File: config.mk
export PLATFORM = sky130hd
export DESIGN_NAME = line_rasterizer_flat
export DESIGN_NICKNAME = d
export VERILOG_FILES = /design/src/rtl/lr_pkg.sv /design/src/rtl/lr_cmd_if.sv /design/src/rtl/lr_engine.sv /design/src/rtl/line_rasterizer.sv /design/src/flat_wrapper.sv
export VERILOG_INCLUDE_DIRS = /design/src /design/src/rtl
export SDC_FILE = /design/constraint.sdc
export NUM_CORES = 1
export LEC_CHECK = 0
export ABC_AREA = 1
export CORE_MARGIN = 2
export CORE_UTILIZATION = 35
export CTS_CLUSTER_SIZE = 14
export DETAILED_ROUTE_END_ITERATION = 8
export DONT_BUFFER_PORTS = 1
export PLACE_DENSITY = 0.48
export SETUP_SLACK_MARGIN = 0.15
export SLEW_MARGIN = 20
export SYNTH_ARGS = -nofsm -noshare
export SYNTH_HDL_FRONTEND = slang
export SYNTH_SLANG_ARGS = --single-unit
File: constraint.sdc
create_clock -name i_clk -period 6.65 [get_ports i_clk]
set_input_delay 0.3325 -clock i_clk [delete_from_list [all_inputs] [get_ports i_clk]]
set_output_delay 0.3325 -clock i_clk [all_outputs]
set_load 0.01 [all_outputs]
File: src/rtl/assert_macros.svh
// assertion macros for the rtl top level
`ifndef ASSERT_MACROS_SVH
`define ASSERT_MACROS_SVH

// clocked assertion, disabled while reset is low
`define ASSERT_CLK(lbl, clk, rst_n, prop, msg) \
    lbl: assert property (@(posedge clk) disable iff (!rst_n) prop) else $error(msg);

// clocked assertion that also holds during reset
`define ASSERT_ALWAYS(lbl, clk, prop, msg) \
    lbl: assert property (@(posedge clk) prop) else $error(msg);

`endif

File: src/rtl/lr_pkg.sv
// package: coordinate width, line mode codes and item kind codes for the line rasterizer
`default_nettype none
package lr_pkg;

    // default coordinate width in bits
    localparam int unsigned COORD_BITS = 10;

    // line class held while a line is active
    typedef enum logic [2:0] {
        MODE_VERT  = 3'd0,
        MODE_HORZ  = 3'd1,
        MODE_SH_UP = 3'd2,
        MODE_ST_UP = 3'd3,
        MODE_SH_DN = 3'd4,
        MODE_ST_DN = 3'd5
    } t_mode;

    // item kind codes
    localparam logic KIND_START = 1'b0;
    localparam logic KIND_STEP  = 1'b1;

endpackage
`default_nettype wire

File: src/rtl/lr_cmd_if.sv
// channel interfaces: line commands in, pixels out
`default_nettype none
interface lr_cmd_if #(
    parameter int unsigned COORD_BITS = lr_pkg::COORD_BITS
);
    logic                  valid;
    logic                  ready;
    logic                  kind;
    logic [COORD_BITS-1:0] x_start;
    logic [COORD_BITS-1:0] y_start;
    logic [COORD_BITS-1:0] x_end;
    logic [COORD_BITS-1:0] y_end;

    modport source (output valid, kind, x_start, y_start, x_end, y_end, input ready);
    modport sink   (input valid, kind, x_start, y_start, x_end, y_end, output ready);
endinterface

interface lr_pix_if #(
    parameter int unsigned COORD_BITS = lr_pkg::COORD_BITS
);
    logic                  valid;
    logic                  ready;
    logic                  pixel_valid;
    logic [COORD_BITS-1:0] pixel_x;
    logic [COORD_BITS-1:0] pixel_y;
    logic                  last_pixel;

    modport source (output valid, pixel_valid, pixel_x, pixel_y, last_pixel, input ready);
    modport sink   (input valid, pixel_valid, pixel_x, pixel_y, last_pixel, output ready);
endinterface
`default_nettype wire

File: src/rtl/lr_engine.sv
// bresenham line state and one-pixel-per-item step logic
`default_nettype none
module lr_engine #(
    parameter int unsigned COORD_BITS = lr_pkg::COORD_BITS
) (
    input  wire logic                  i_clk,
    input  wire logic                  i_rst_n,
    input  wire logic                  i_adv,
    input  wire logic                  i_kind,
    input  wire logic [COORD_BITS-1:0] i_x_start,
    input  wire logic [COORD_BITS-1:0] i_y_start,
    input  wire logic [COORD_BITS-1:0] i_x_end,
    input  wire logic [COORD_BITS-1:0] i_y_end,
    output logic                       o_pixel_valid,
    output logic [COORD_BITS-1:0]      o_pixel_x,
    output logic [COORD_BITS-1:0]      o_pixel_y,
    output logic                       o_last_pixel,
    output logic                       o_active
);
    import lr_pkg::*;

    localparam int unsigned DEC_BITS = COORD_BITS + 3;
    localparam logic [COORD_BITS-1:0] CoordOne = COORD_BITS'(1);

    // line state
    logic                       r_active, n_active;
    logic [COORD_BITS-1:0]      r_cx, n_cx, r_cy, n_cy;
    logic [COORD_BITS-1:0]      r_tx, n_tx, r_ty, n_ty;
    logic [COORD_BITS-1:0]      r_dx, n_dx, r_dy, n_dy;
    logic signed [DEC_BITS-1:0] r_dec, n_dec;
    t_mode                      r_mode, n_mode;

    // start item: endpoints ordered so x does not decrease
    logic                  w_swap;
    logic [COORD_BITS-1:0] w_xa, w_ya, w_xb, w_yb;
    logic [COORD_BITS-1:0] w_sdx, w_sady;
    logic                  w_up;

    // step item helpers
    logic                  w_minor;
    logic [DEC_BITS-1:0]   w_tdx, w_tdy;
    logic [COORD_BITS-1:0] w_x_inc, w_y_inc, w_y_dec;

    assign w_swap  = i_x_end < i_x_start;
    assign w_xa    = w_swap ? i_x_end   : i_x_start;
    assign w_ya    = w_swap ? i_y_end   : i_y_start;
    assign w_xb    = w_swap ? i_x_start : i_x_end;
    assign w_yb    = w_swap ? i_y_start : i_y_end;
    assign w_sdx   = w_xb - w_xa;
    assign w_up    = w_yb > w_ya;
    assign w_sady  = w_up ? (w_yb - w_ya) : (w_ya - w_yb);

    assign w_minor = !r_dec[DEC_BITS-1];
    assign w_tdx   = {2'b00, r_dx, 1'b0};
    assign w_tdy   = {2'b00, r_dy, 1'b0};
    assign w_x_inc = r_cx + CoordOne;
    assign w_y_inc = r_cy + CoordOne;
    assign w_y_dec = r_cy - CoordOne;

    // next state and result
    always_comb begin
        n_active      = r_active;
        n_cx          = r_cx;
        n_cy          = r_cy;
        n_tx          = r_tx;
        n_ty          = r_ty;
        n_dx          = r_dx;
        n_dy          = r_dy;
        n_dec         = r_dec;
        n_mode        = r_mode;
        o_pixel_valid = 1'b0;
        o_pixel_x     = '0;
        o_pixel_y     = '0;
        o_last_pixel  = 1'b0;

        if (i_kind == KIND_START) begin
            n_dx  = w_sdx;
            n_dy  = w_sady;
            n_cx  = w_xa;
            n_cy  = w_ya;
            n_tx  = w_xb;
            n_ty  = w_yb;
            n_dec = '0;
            if (w_sdx == '0) begin
                n_mode = MODE_VERT;
                n_cy   = w_up ? w_ya : w_yb;
                n_ty   = w_up ? w_yb : w_ya;
            end else if (w_sady == '0) begin
                n_mode = MODE_HORZ;
            end else if (w_sady > w_sdx) begin
                n_mode = w_up ? MODE_ST_UP : MODE_ST_DN;
                n_dec  = $signed({2'b00, w_sdx, 1'b0} - {3'b000, w_sady});
            end else begin
                n_mode = w_up ? MODE_SH_UP : MODE_SH_DN;
                n_dec  = $signed({2'b00, w_sady, 1'b0} - {3'b000, w_sdx});
            end
            o_pixel_valid = 1'b1;
            o_last_pixel  = (w_xa == w_xb) && (w_ya == w_yb);
            n_active      = !o_last_pixel;
        end else if (r_active) begin
            o_pixel_valid = 1'b1;
            case (r_mode)
                MODE_VERT: begin
                    n_cy         = w_y_inc;
                    o_last_pixel = (r_cx == r_tx) && (w_y_inc == r_ty);
                end
                MODE_HORZ: begin
                    n_cx         = w_x_inc;
                    o_last_pixel = (w_x_inc == r_tx) && (r_cy == r_ty);
                end
                MODE_SH_UP, MODE_SH_DN: begin
                    n_cx  = w_x_inc;
                    if (w_minor) begin
                        n_cy = (r_mode == MODE_SH_UP) ? w_y_inc : w_y_dec;
                    end
                    n_dec = r_dec + $signed(w_minor ? (w_tdy - w_tdx) : w_tdy);
                    o_last_pixel = w_x_inc == r_tx;
                    if (o_last_pixel) begin
                        n_cy = r_ty;
                    end
                end
                MODE_ST_UP, MODE_ST_DN: begin
                    n_cy  = (r_mode == MODE_ST_UP) ? w_y_inc : w_y_dec;
                    if (w_minor) begin
                        n_cx = w_x_inc;
                    end
                    n_dec = r_dec + $signed(w_minor ? (w_tdx - w_tdy) : w_tdx);
                    o_last_pixel = n_cy == r_ty;
                    if (o_last_pixel) begin
                        n_cx = r_tx;
                    end
                end
                default: begin
                    o_pixel_valid = 1'b0;
                end
            endcase
            n_active = o_pixel_valid && !o_last_pixel;
        end

        if (o_pixel_valid) begin
            o_pixel_x = n_cx;
            o_pixel_y = n_cy;
        end
    end

    // state register, updated once per processed item
    always_ff @(posedge i_clk) begin
        if (!i_rst_n) begin
            r_active <= 1'b0;
            r_cx     <= '0;
            r_cy     <= '0;
            r_tx     <= '0;
            r_ty     <= '0;
            r_dx     <= '0;
            r_dy     <= '0;
            r_dec    <= '0;
            r_mode   <= MODE_VERT;
        end else if (i_adv) begin
            r_active <= n_active;
            r_cx     <= n_cx;
            r_cy     <= n_cy;
            r_tx     <= n_tx;
            r_ty     <= n_ty;
            r_dx     <= n_dx;
            r_dy     <= n_dy;
            r_dec    <= n_dec;
            r_mode   <= n_mode;
        end
    end

    assign o_active = r_active;

endmodule
`default_nettype wire

File: src/rtl/line_rasterizer.sv
// line rasterizer top level: command register, step engine, pixel register
//
//  channel  dir  payload                                    handshake
//  i_cmd    in   kind, x_start, y_start, x_end, y_end       valid/ready
//  o_pix    out  pixel_valid, pixel_x, pixel_y, last_pixel  valid/ready
//
// every command gives exactly one pixel transfer, one command per cycle sustained while o_pix.ready stays high
// a command passes the command register, then the engine step into the pixel register
// the engine's line state updates in the same cycle the pixel register loads
// a held pixel stalls the command register, which stalls i_cmd only when both are full
// synchronous active-low reset clears the line state and both valid flags
`default_nettype none
`include "assert_macros.svh"
module line_rasterizer #(
    parameter int unsigned COORD_BITS = lr_pkg::COORD_BITS
) (
    input  wire logic i_clk,
    input  wire logic i_rst_n,
    lr_cmd_if.sink    i_cmd,
    lr_pix_if.source  o_pix
);
    import lr_pkg::*;

    // command register
    logic                  r_in_valid, n_in_valid;
    logic                  r_in_kind;
    logic [COORD_BITS-1:0] r_in_xs, r_in_ys, r_in_xe, r_in_ye;

    // pixel register
    logic                  r_out_valid, n_out_valid;
    logic                  r_out_pv, r_out_last;
    logic [COORD_BITS-1:0] r_out_x, r_out_y;

    // engine results
    logic                  w_res_pv, w_res_last, w_active;
    logic [COORD_BITS-1:0] w_res_x, w_res_y;

    logic w_accept, w_adv;

    // handshake
    assign w_adv       = r_in_valid && (!r_out_valid || o_pix.ready);
    assign i_cmd.ready = !r_in_valid || w_adv;
    assign w_accept    = i_cmd.valid && i_cmd.ready;

    always_comb begin
        n_in_valid  = w_accept ? 1'b1 : (w_adv ? 1'b0 : r_in_valid);
        n_out_valid = w_adv ? 1'b1 : (o_pix.ready ? 1'b0 : r_out_valid);
    end

    // valid flags
    always_ff @(posedge i_clk) begin
        if (!i_rst_n) begin
            r_in_valid  <= 1'b0;
            r_out_valid <= 1'b0;
        end else begin
            r_in_valid  <= n_in_valid;
            r_out_valid <= n_out_valid;
        end
    end

    // command payload capture
    always_ff @(posedge i_clk) begin
        if (w_accept) begin
            r_in_kind <= i_cmd.kind;
            r_in_xs   <= i_cmd.x_start;
            r_in_ys   <= i_cmd.y_start;
            r_in_xe   <= i_cmd.x_end;
            r_in_ye   <= i_cmd.y_end;
        end
    end

    lr_engine #(
        .COORD_BITS (COORD_BITS)
    ) u_engine (
        .i_clk         (i_clk),
        .i_rst_n       (i_rst_n),
        .i_adv         (w_adv),
        .i_kind        (r_in_kind),
        .i_x_start     (r_in_xs),
        .i_y_start     (r_in_ys),
        .i_x_end       (r_in_xe),
        .i_y_end       (r_in_ye),
        .o_pixel_valid (w_res_pv),
        .o_pixel_x     (w_res_x),
        .o_pixel_y     (w_res_y),
        .o_last_pixel  (w_res_last),
        .o_active      (w_active)
    );

    // pixel payload capture
    always_ff @(posedge i_clk) begin
        if (w_adv) begin
            r_out_pv   <= w_res_pv;
            r_out_x    <= w_res_x;
            r_out_y    <= w_res_y;
            r_out_last <= w_res_last;
        end
    end

    assign o_pix.valid       = r_out_valid;
    assign o_pix.pixel_valid = r_out_pv;
    assign o_pix.pixel_x     = r_out_x;
    assign o_pix.pixel_y     = r_out_y;
    assign o_pix.last_pixel  = r_out_last;

    // checks
    `ASSERT_CLK(a_last_ends_line, i_clk, i_rst_n, (w_adv && w_res_last) |=> !w_active, "line still active after last pixel")
    `ASSERT_CLK(a_last_is_pixel, i_clk, i_rst_n, (r_out_valid && r_out_last) |-> r_out_pv, "last pixel flag without pixel")
    `ASSERT_CLK(a_empty_is_zero, i_clk, i_rst_n, (r_out_valid && !r_out_pv) |-> (r_out_x == '0 && r_out_y == '0 && !r_out_last), "empty result with nonzero fields")
    `ASSERT_ALWAYS(a_stall_cause, i_clk, !i_cmd.ready |-> (r_in_valid && r_out_valid && !o_pix.ready), "command stalled without a full pipeline")

endmodule
`default_nettype wire

File: src/flat_wrapper.sv
// flat-port wrapper written by rule: the top's interface ports become plain ports
module line_rasterizer_flat import lr_pkg::*;
#(
    parameter int unsigned COORD_BITS = lr_pkg::COORD_BITS
)
  (i_clk, i_rst_n, i_cmd_valid, i_cmd_kind, i_cmd_x_start, i_cmd_y_start, i_cmd_x_end, i_cmd_y_end, i_cmd_ready, o_pix_valid, o_pix_pixel_valid, o_pix_pixel_x, o_pix_pixel_y, o_pix_last_pixel, o_pix_ready);
  lr_cmd_if #(.COORD_BITS(COORD_BITS)) i_cmd_i ();
  lr_pix_if #(.COORD_BITS(COORD_BITS)) o_pix_i ();
  input  wire logic i_clk;
  input  wire logic i_rst_n;
  input wire logic [$bits(i_cmd_i.valid)-1:0] i_cmd_valid;
  input wire logic [$bits(i_cmd_i.kind)-1:0] i_cmd_kind;
  input wire logic [$bits(i_cmd_i.x_start)-1:0] i_cmd_x_start;
  input wire logic [$bits(i_cmd_i.y_start)-1:0] i_cmd_y_start;
  input wire logic [$bits(i_cmd_i.x_end)-1:0] i_cmd_x_end;
  input wire logic [$bits(i_cmd_i.y_end)-1:0] i_cmd_y_end;
  output wire logic [$bits(i_cmd_i.ready)-1:0] i_cmd_ready;
  output wire logic [$bits(o_pix_i.valid)-1:0] o_pix_valid;
  output wire logic [$bits(o_pix_i.pixel_valid)-1:0] o_pix_pixel_valid;
  output wire logic [$bits(o_pix_i.pixel_x)-1:0] o_pix_pixel_x;
  output wire logic [$bits(o_pix_i.pixel_y)-1:0] o_pix_pixel_y;
  output wire logic [$bits(o_pix_i.last_pixel)-1:0] o_pix_last_pixel;
  input wire logic [$bits(o_pix_i.ready)-1:0] o_pix_ready;
  assign i_cmd_i.valid = i_cmd_valid;
  assign i_cmd_i.kind = i_cmd_kind;
  assign i_cmd_i.x_start = i_cmd_x_start;
  assign i_cmd_i.y_start = i_cmd_y_start;
  assign i_cmd_i.x_end = i_cmd_x_end;
  assign i_cmd_i.y_end = i_cmd_y_end;
  assign i_cmd_ready = i_cmd_i.ready;
  assign o_pix_valid = o_pix_i.valid;
  assign o_pix_pixel_valid = o_pix_i.pixel_valid;
  assign o_pix_pixel_x = o_pix_i.pixel_x;
  assign o_pix_pixel_y = o_pix_i.pixel_y;
  assign o_pix_last_pixel = o_pix_i.last_pixel;
  assign o_pix_i.ready = o_pix_ready;
  line_rasterizer #(.COORD_BITS(COORD_BITS)) u_core (.i_clk(i_clk), .i_rst_n(i_rst_n), .i_cmd(i_cmd_i), .o_pix(o_pix_i));
endmodule
# [Word level (Yosys, flattened, before mapping)]
# Index checks and enable logic that the tools add are counted.
[totals] input_bits=45 output_inout_bits=24 regBits=142 word_cells=123
[classes] bitwise=1 n_mux=50 magnitude_cmp=3 n_eq_ne=14 add_sub_neg=12 n_reduce_logical=23
[ops] cell="$mux 10" count=19
[ops] cell="$mux 13" count=7
[ops] cell="$eq 10x10->1" count=7
[ops] cell="$pmux 10 s3" count=1
[ops] cell="$sub 10x10->10" count=3
[ops] cell="$add 13x13->13" count=2
[ops] cell="$pmux 13 s2" count=1
[ops] cell="$sub 11x10->12" count=2
[ops] cell="$sub 11x11->12" count=2
[ops] cell="$add 10x1->10 const B" count=2
[ops] cell="$gt 10x10->1" count=2
[ops] cell="$logic_not 10->1" count=2
[ops] cell="$pmux 10 s2" count=1
[ops] cell="$mux 1" count=15
[ops] cell="$mux 3" count=5
[ops] cell="$lt 10x10->1" count=1
[ops] cell="$sub 10x1->10 const B" count=1
[ops] cell="$eq 3x2->1 const B" count=2
[ops] cell="$eq 3x3->1 const B" count=2
[ops] cell="$logic_and 1x1->1" count=6
[ops] cell="$reduce_or 6->1" count=1
[ops] cell="$logic_not 1->1" count=4
[ops] cell="$pmux 1 s4" count=1
[ops] cell="$reduce_bool 2->1" count=2
[ops] cell="other kinds (10)" count=12

# [Longest topological paths before layout]
# Gate-level depths: netlist of the first run.
[depth] depth_word=10 ltp_mapped=41 mapped_depth_nobuf=38

# [By module]
# A second synthesis of the first run with hierarchy kept.
[unflattened] cells_unflattened=1833 area_unflattened_um2=12538.3
[modules_own_cells] mod="lr_engine" seq_area_each_um2=1521.5 cells_each=1757 area_each_um2=10551.4 n_inst=1
[modules_own_cells] mod="line_rasterizer" seq_area_each_um2=1931.9 cells_each=76 area_each_um2=1986.9 n_inst=1

# [Worst setup path after synthesis of the first run]
# Ideal clock, no wire load.
[synth_path] path_kind="register to register" start="reg u_core.r_in_xe[5]" end="reg u_core.u_engine.r_dec[10]" required_ns=6.531 path_stages_with_launch=41 path_buffers=3 slack_ns=1.925 arrival_time_ns=4.606 setup_time_ns=0.119 synth_period_minus_slack_ns=4.725 path_cell_list="edfxtp_1 > ha_1 > nand2_2 > inv_1 > nand2_1 > nand2_1 > nand2_2 > nand3_2 > buf_6 > buf_8 > buf_12 > nand2_1 > o21ai_2 > inv_2 > o21ai_2 > ha_1 > inv_1 > a21oi_1 > [5 not listed] > nand2_1 > nand2_2 > inv_1 > ha_1 > nand2_1 > nor2_1 > a211oi_1 > o21ai_0 > a21oi_1 > o21bai_1 > a21o_1 > a21oi_1 > xor2_1 > nand3_1 > nand2_1 > inv_1 > nand2_1 > a21oi_1"
[synth_via] elab_chain_cells=9 elab_cells_between_ends=19 classes_between="add/sub (5); order compare (3); mux (9); reduce/logical (2)"
[synth_rtl] element="start, declared" line_no="line_rasterizer.sv:27" text="logic [COORD_BITS-1:0] r_in_xs, r_in_ys, r_in_xe, r_in_ye;"
[synth_rtl] element="start signal, assigned" line_no="line_rasterizer.sv:67" text="r_in_xe <= i_cmd.x_end;"
[synth_rtl] element="$lt 10x10->1" line_no="lr_engine.sv:44" text="assign w_swap = i_x_end < i_x_start;"
[synth_rtl] element="$mux 10, on equally long branches" line_no="lr_engine.sv:46, lr_engine.sv:48"
[synth_rtl] element="$sub 10x10->10 / $gt 10x10->1 (equally long branches)" line_no="lr_engine.sv:51, lr_engine.sv:50"
[synth_rtl] element="$mux 10" line_no="lr_engine.sv:51" text="assign w_sady = w_up ? (w_yb - w_ya) : (w_ya - w_yb);"
[synth_rtl] element="$sub 11x10->12 (tied with other cells)" line_no="lr_engine.sv:95" text="n_dec = $signed({2'b00, w_sady, 1'b0} - {3'b000, w_sdx});"
[synth_rtl] element="$mux 13" line_no="lr_engine.sv:90" text="end else if (w_sady > w_sdx) begin"
[synth_rtl] element="$mux 13" line_no="lr_engine.sv:88" text="end else if (w_sady == '0) begin"
[synth_rtl] element="$mux 13 *" line_no="lr_engine.sv:84" text="if (w_sdx == '0) begin"
[synth_rtl] element="$mux 13 *" line_no="lr_engine.sv:76" text="if (i_kind == KIND_START) begin"
[synth_rtl] element="end signal, assigned" line_no="lr_engine.sv:166" text="r_dec <= n_dec;"
[synth_rtl] element="end, declared" line_no="lr_engine.sv:30" text="logic signed [DEC_BITS-1:0] r_dec, n_dec;"
# Every way passes the cells marked *; elsewhere a longest branch is shown, timed or not.
# A chain may end at the register's enable or synchronous reset.

# [Worst setup path after layout of the first run]
[layout_path] start="reg u_core.r_in_xe[9]" end="reg u_core.u_engine.r_dec[10]"
# The elaborated chain is that of the path after synthesis.

==> run metrics, run 1 <==
initial antenna violation count=0; status=completed; CTS sink count=141; Synth top area share=0.1507; layout cells sized above 1=0.06781; crit end category=flop; unrepaired setup endpoints after global routing=no; YS warnings=0; Crit path max-delay family=simple AND/OR/NAND/NOR gates; # Max-Cap Violations=0; final worst setup slack=between 0.8 and 0.9 ns; met3 GRT Util=0.03923; Final Max Tran Viols=0; TritonCTS clock tree=built; Sw Ratio=0.4467; Peak supply drop=240.1 uV; fin nets=1970; IO Pins=69; Final setup viols=0; TritonCTS Buffers=17; largest net degree at the start of global routing=54; period utilization=0.8685; Required @ worst endpoint=roughly 7 ns; Port Buffers=0; Fin. Hold Viols=0; Peak Freq=roughly 0.17 GHz; antenna cells=0; Synth Instances=1843; Static Leakage=~6.5 nW; Area growth, synth to finish=10.67%; commonest non-fill, non-tap cell in the layout=nand2_1; Sequential Power Share=0.269; met1 Usage GRT=0.3268; root buf cell=clkbuf_16; area leader, netlist=edfxtp_1; CP Buf/Inv Count=6; Clk pwr share=0.253; Antenna Violating Nets Remaining=0; Final Non-Filler Cells=2319; Die ar.=37390 sq um; top post-synthesis cells by area=edfxtp_1, nand2_1, dfxtp_1; Overflow after GRT=0; Yosys reg bits=~140; die height=approximately 190 microns; vias per std cell=~5.3; nature of the critical path startpoint=flop; pre-CTS setup slack=0.9224 ns; vias in the first global route=11290; number of remaining DRC errors=0; Top cell by count, worst path=nand2_1; sequential-to-total area share from yosys stat=0.2751; setup_tns=0 ns; core region area=35480 sq um; M2 GR Usage=0.3410; combinational share of power=0.478; worst min path class=input port to flop; max FFs per register=12; GRT Util Overall=0.2250; Site Rows=slightly below 70; slowest CP cell=nand3_2; Pwr Density=275.7 nW/um^2; Largest Register=u_core.u_engine.r_dec; die width=between 150 and 200 microns; Cell Count Post-Placement=2243; Arr. time, crit path=6.14 ns; mapped cell area=12550 sq um; Post-CTS Setup Repair Bufs=0; Clk Latency, worst-skew pair=0.47 ns; routability cong.=0.9322; DR WL/cell=roughly 18 microns; DRT Wirelength=between 40000 and 50000 microns; clk buf depth=2; H-Tree Depth=4; count of cell types in the netlist=60; hpwl dp=31390 microns; Worst path max stage delay=0.44 ns; Avg Inst Size Synth=~6.8 sq um; normalized max-slew margin=0.3249; measured slew at the worst slew-check pin=1.011 ns; clock transition at the registers of the reported paths=0.08 ns; Mapped Nets=~2000; vias post-DR=between 10000 and 15000; clk_skew=0.01719 ns; critical path peak fanout=46; GR peak layer=met2; Net Switching=0.001711 W; global-route wire length before repair=between 60000 and 70000 microns; Initial Util=0.3538; critical path class=flop to flop; most frequent cells in the layout=nand2_1, inv_1, o21ai_0; DR iter-0 viols=1058; final period demand of the worst path=5.776 ns; DR pass1 iterations=7; internal power=0.002119 W
-- final timing paths --
check | from | endpoint | slack (ns) | cells after the start
setup reg to reg | u_core.r_in_xe[9] | u_core.u_engine.r_dec[10] | 0.87 | 36
hold reg to reg | u_core.u_engine.r_mode[2] | u_core.u_engine.r_mode[2] | 0.52 | 2
setup / recovery | u_core.r_in_xe[9] | u_core.u_engine.r_dec[10] | 0.87 | 36
hold / removal | i_rst_n | u_core.u_engine.r_dec[4] | 0.03 | 2
-- stage by stage --
step | area [sq um] | total power, W | utilization | hold slack [ns]
after floorplan | 12550 | 0.002380 | - | 0.4314
after global placement | 12870 | 0.002834 | 0.3628 | 0.4314
after detailed placement | 12870 | 0.002839 | 0.3628 | 0.4314
after CTS | 13890 | 0.003839 | 0.3915 | 0.001930
after global routing | 13890 | 0.004130 | 0.3915 | 0.01791
final | 13890 | 0.003829 | 0.3915 | 0.03482
-- worst register-to-register path, delay by kind of cell, from the launching register on --
family / cells / cell delay (ns)
AOI/OAI and AO/OA: 11 / 1.60
xor gates and xnor gates: 1 / 0.16
adders and majority gates: 3 / 0.89
buffers and inverters: 6 / 0.70
DFF: 1 / 0.41
and+or+nand+nor: 15 / 1.90
-- synth_stat cells, drive strengths merged --
cell type and n:
a22oi 1, o21a 2, nor2 96, ha 75
nand3 90, o41ai 1, mux2i 3, edfxtp 63
clkbuf 57, o31ai 5, nand3b 7, dfxtp 78
or4 1, o22ai 10, a21oi 173, nor4 4
fa 5, xor2 81, o2111ai 9, o211ai 31
a21o 3, a31o 1, buf 20, a31oi 7
a211oi 8, inv 250, o221ai 7, nand2 466
a21boi 2, clkinv 2, and2 2, o21ai 208
or2 8, nor3 14, a221oi 2, xnor2 22
and3 1, or3 1, o21bai 9, nand4 18
-- power groups by stage --
stage | Combinational, W | Sequential, W | Clock [W]
2_1_floorplan | 0.00136 | 0.00102 | 0
3_3_place_gp | 0.00179 | 0.00105 | 0
3_5_place_dp | 0.00179 | 0.00105 | 0
4_1_cts | 0.00182 | 0.00103 | 0.000987
5_1_grt | 0.00207 | 0.00104 | 0.00103
6_report | 0.00183 | 0.00103 | 0.000968
-- timing repair --
| action | 4_1_cts | 5_1_grt |
|---|---|---|
| hold buffers | 44 | 0 |
| resized for setup | 0 | 0 |
| endpoints found under the hold margin | 51 | 0 |
-- metal layers --
layer	wire (microns)	up-vias
met2	17950	348
li1	-	6148
met1	20860	5644
met5	0	-
met3	2512	42
met4	802	0
-- logic make-up after synthesis --
family / Yosys count / synth area share
muxes: 3 / 0.002392
buffers and inverters: 329 / 0.1078
and+or+nand+nor: 708 / 0.2422
AOI/OAI and AO/OA: 479 / 0.2173
DFF: 141 / 0.2751
adders and majority gates: 80 / 0.08274
xor gates and xnor gates: 103 / 0.07247
-- layout make-up --
| type | count | area [sq um] |
|---|---|---|
| timing repair buffer | 60 | 573.1 |
| multi-input combinational | 1373 | 7761 |
| sequential | 141 | 3453 |
| clock inverter | 13 | 113.9 |
| fill | 3777 | 21590 |
| inverter | 252 | 948.4 |
| tap | 461 | 576.8 |
| clock buffer | 19 | 464.2 |
Note: power is estimated with default switching activity, not from simulation.
==> run 2, diff against run 1 <==
- CORE_ASPECT_RATIO: default -> 0.9
==> run metrics, run 2 (same netlist as run 1, synthesis figures left out) <==
top routing layer used=met4; Net Switching=0.001707 W; fin nets=slightly below 2000; number of remaining DRC errors=0; nature of the critical path startpoint=flop; Final Max Tran Viols=0; clk buf depth=2; largest net degree at the start of global routing=54; vias per std cell=roughly 5.2; critical path class=flop to flop; setup_tns=0 ns; internal power=between 0.002 and 0.0025 W; global-route wire length before repair=66520 microns; commonest non-fill, non-tap cell in the layout=nand2_1; TritonCTS clock tree=built; Post-Place Cell Area=12880 sq um; R2R Path Start=u_core.r_in_xe[9]; fillers=3723; clk_skew=0.01862 ns; Area growth, synth to finish=10.68%; routability cong.=a little over 0.9; DRT Wirelength=42680 microns; Antenna Violating Nets Remaining=0; R2R cell count=34; Port Buffers=0; slowest CP cell=nand3_2; met1 wire length=21740 microns; TritonCTS Buffers=17; measured slew at the worst slew-check pin=1.018 ns; clock transition at the registers of the reported paths=0.08 ns; initial antenna violation count=1; max FFs per register=12; die width=203.6 microns; root buf cell=clkbuf_16; antenna cells=0; period utilization=0.8569; Clk Latency, worst-skew pair=approximately 0.47 ns; DR iter-0 viols=1094; most frequent cells in the layout=nand2_1, inv_1, o21ai_0; Multi-input gate area=7761 sq um; Initial Util=0.3564; # Max-Cap Violations=0; final core utilization=0.3945; hpwl dp=31380 microns; combinational share of power=0.482; Site Rows=65; core region area=35220 sq um; vias in the first global route=roughly 11000; Overflow after GRT=0; Final setup viols=0; Sequential Power Share=0.270; DR pass1 iterations=5; Pwr Density=275.4 nW/um^2; crit end category=flop; Clk pwr share=0.248; Hold Startpoint=i_rst_n; Top cell by count, worst path=nand2_1; Die ar.=37400 sq um; layout cells sized above 1=0.06828; Sw Ratio=0.4462; IO Pins=69; Peak Freq=around 0.18 GHz; final period demand of the worst path=5.699 ns; CTS sink count=141; Required @ worst endpoint=between 7 and 8 ns; worst min path class=input port to flop; Register Area=3453 sq um; unrepaired setup endpoints after global routing=no; Largest Register=u_core.u_engine.r_dec; Post-CTS Setup Repair Bufs=0; Arr. time, crit path=6.07 ns; Static Leakage=6.466 nW; die height=roughly 180 microns; status=completed; Worst path max stage delay=approximately 0.54 ns; Setup crit start=u_core.r_in_xe[9]; normalized max-slew margin=0.3203; DR WL/cell=18.33 microns; met3 WL=2601 microns; vias post-DR=12190; GRT Util Overall=0.2344; Fin. Hold Viols=0; final cell area excluding filler cells=13890 sq um; WL met2=roughly 17000 microns; H-Tree Depth=4; worst hold path depth=2; critical path peak fanout=34; Peak supply drop=182.9 uV
[run 2: what timing repair did]
item	CTS	global route
hold buffers	44	0
gates resized for setup	0	0
endpoints found under the hold margin	63	0
[run 2: critical path: cells and delay by family, from the launching register on]
family                   cells  cell delay, ns
AO/OA/AOI/OAI               11            2.03
XOR/XNOR                     1            0.16
adder cells (fa/ha/maj)      3            0.80
buffers and inverters        5            0.36
flip-flops                   1            0.42
AND/OR/NAND/NOR             14            1.82
[run 2: layout make-up]
cell class	count	area share
multi-input cells	1373	0.5587
inverters	252	0.06827
clock buffers	19	0.03188
well taps	469	0.04224
flip-flops and latches	141	0.2486
clock inverters	13	0.008196
repair buffers	62	0.04215
[run 2: path summary, 6_finish.rpt]
kind,to,slack (ns)
max,u_core.u_engine.r_dec[10],0.95
min,u_core.u_engine.r_dec[9],0.03
max reg2reg,u_core.u_engine.r_dec[10],0.95
min reg2reg,u_core.u_engine.r_mode[0],0.52
[run 2: stage by stage]
stage / std cells / hold slack [ns] / worst slack (ns) / total power (W)
2_1_floorplan: 1843 / 0.4314 / 1.925 / 0.002380
3_3_place_gp: 2253 / 0.4314 / 1.044 / 0.002847
3_5_place_dp: 2253 / 0.4314 / 0.9751 / 0.002844
4_1_cts: 2329 / 0.001291 / 0.9556 / 0.003825
5_1_grt: 2329 / 0.02355 / 0.4138 / 0.004123
6_report: 2329 / 0.02723 / 0.9513 / 0.003826
[run 2: per-layer routing]
metal	vias up	track usage
met5	-	0
met4	0	0.09168
met3	66	0.04555
met2	346	0.3355
met1	5618	0.3426
li1	6161	-
[run 2: power groups by stage]
stage,Combinational (W),Sequential (W),Clock (W)
floorplan,0.00136,0.00102,0
global placement,0.00180,0.00105,0
detailed placement,0.00179,0.00105,0
CTS,0.00183,0.00103,0.000966
global route,0.00208,0.00104,0.00100
finish,0.00184,0.00103,0.000949
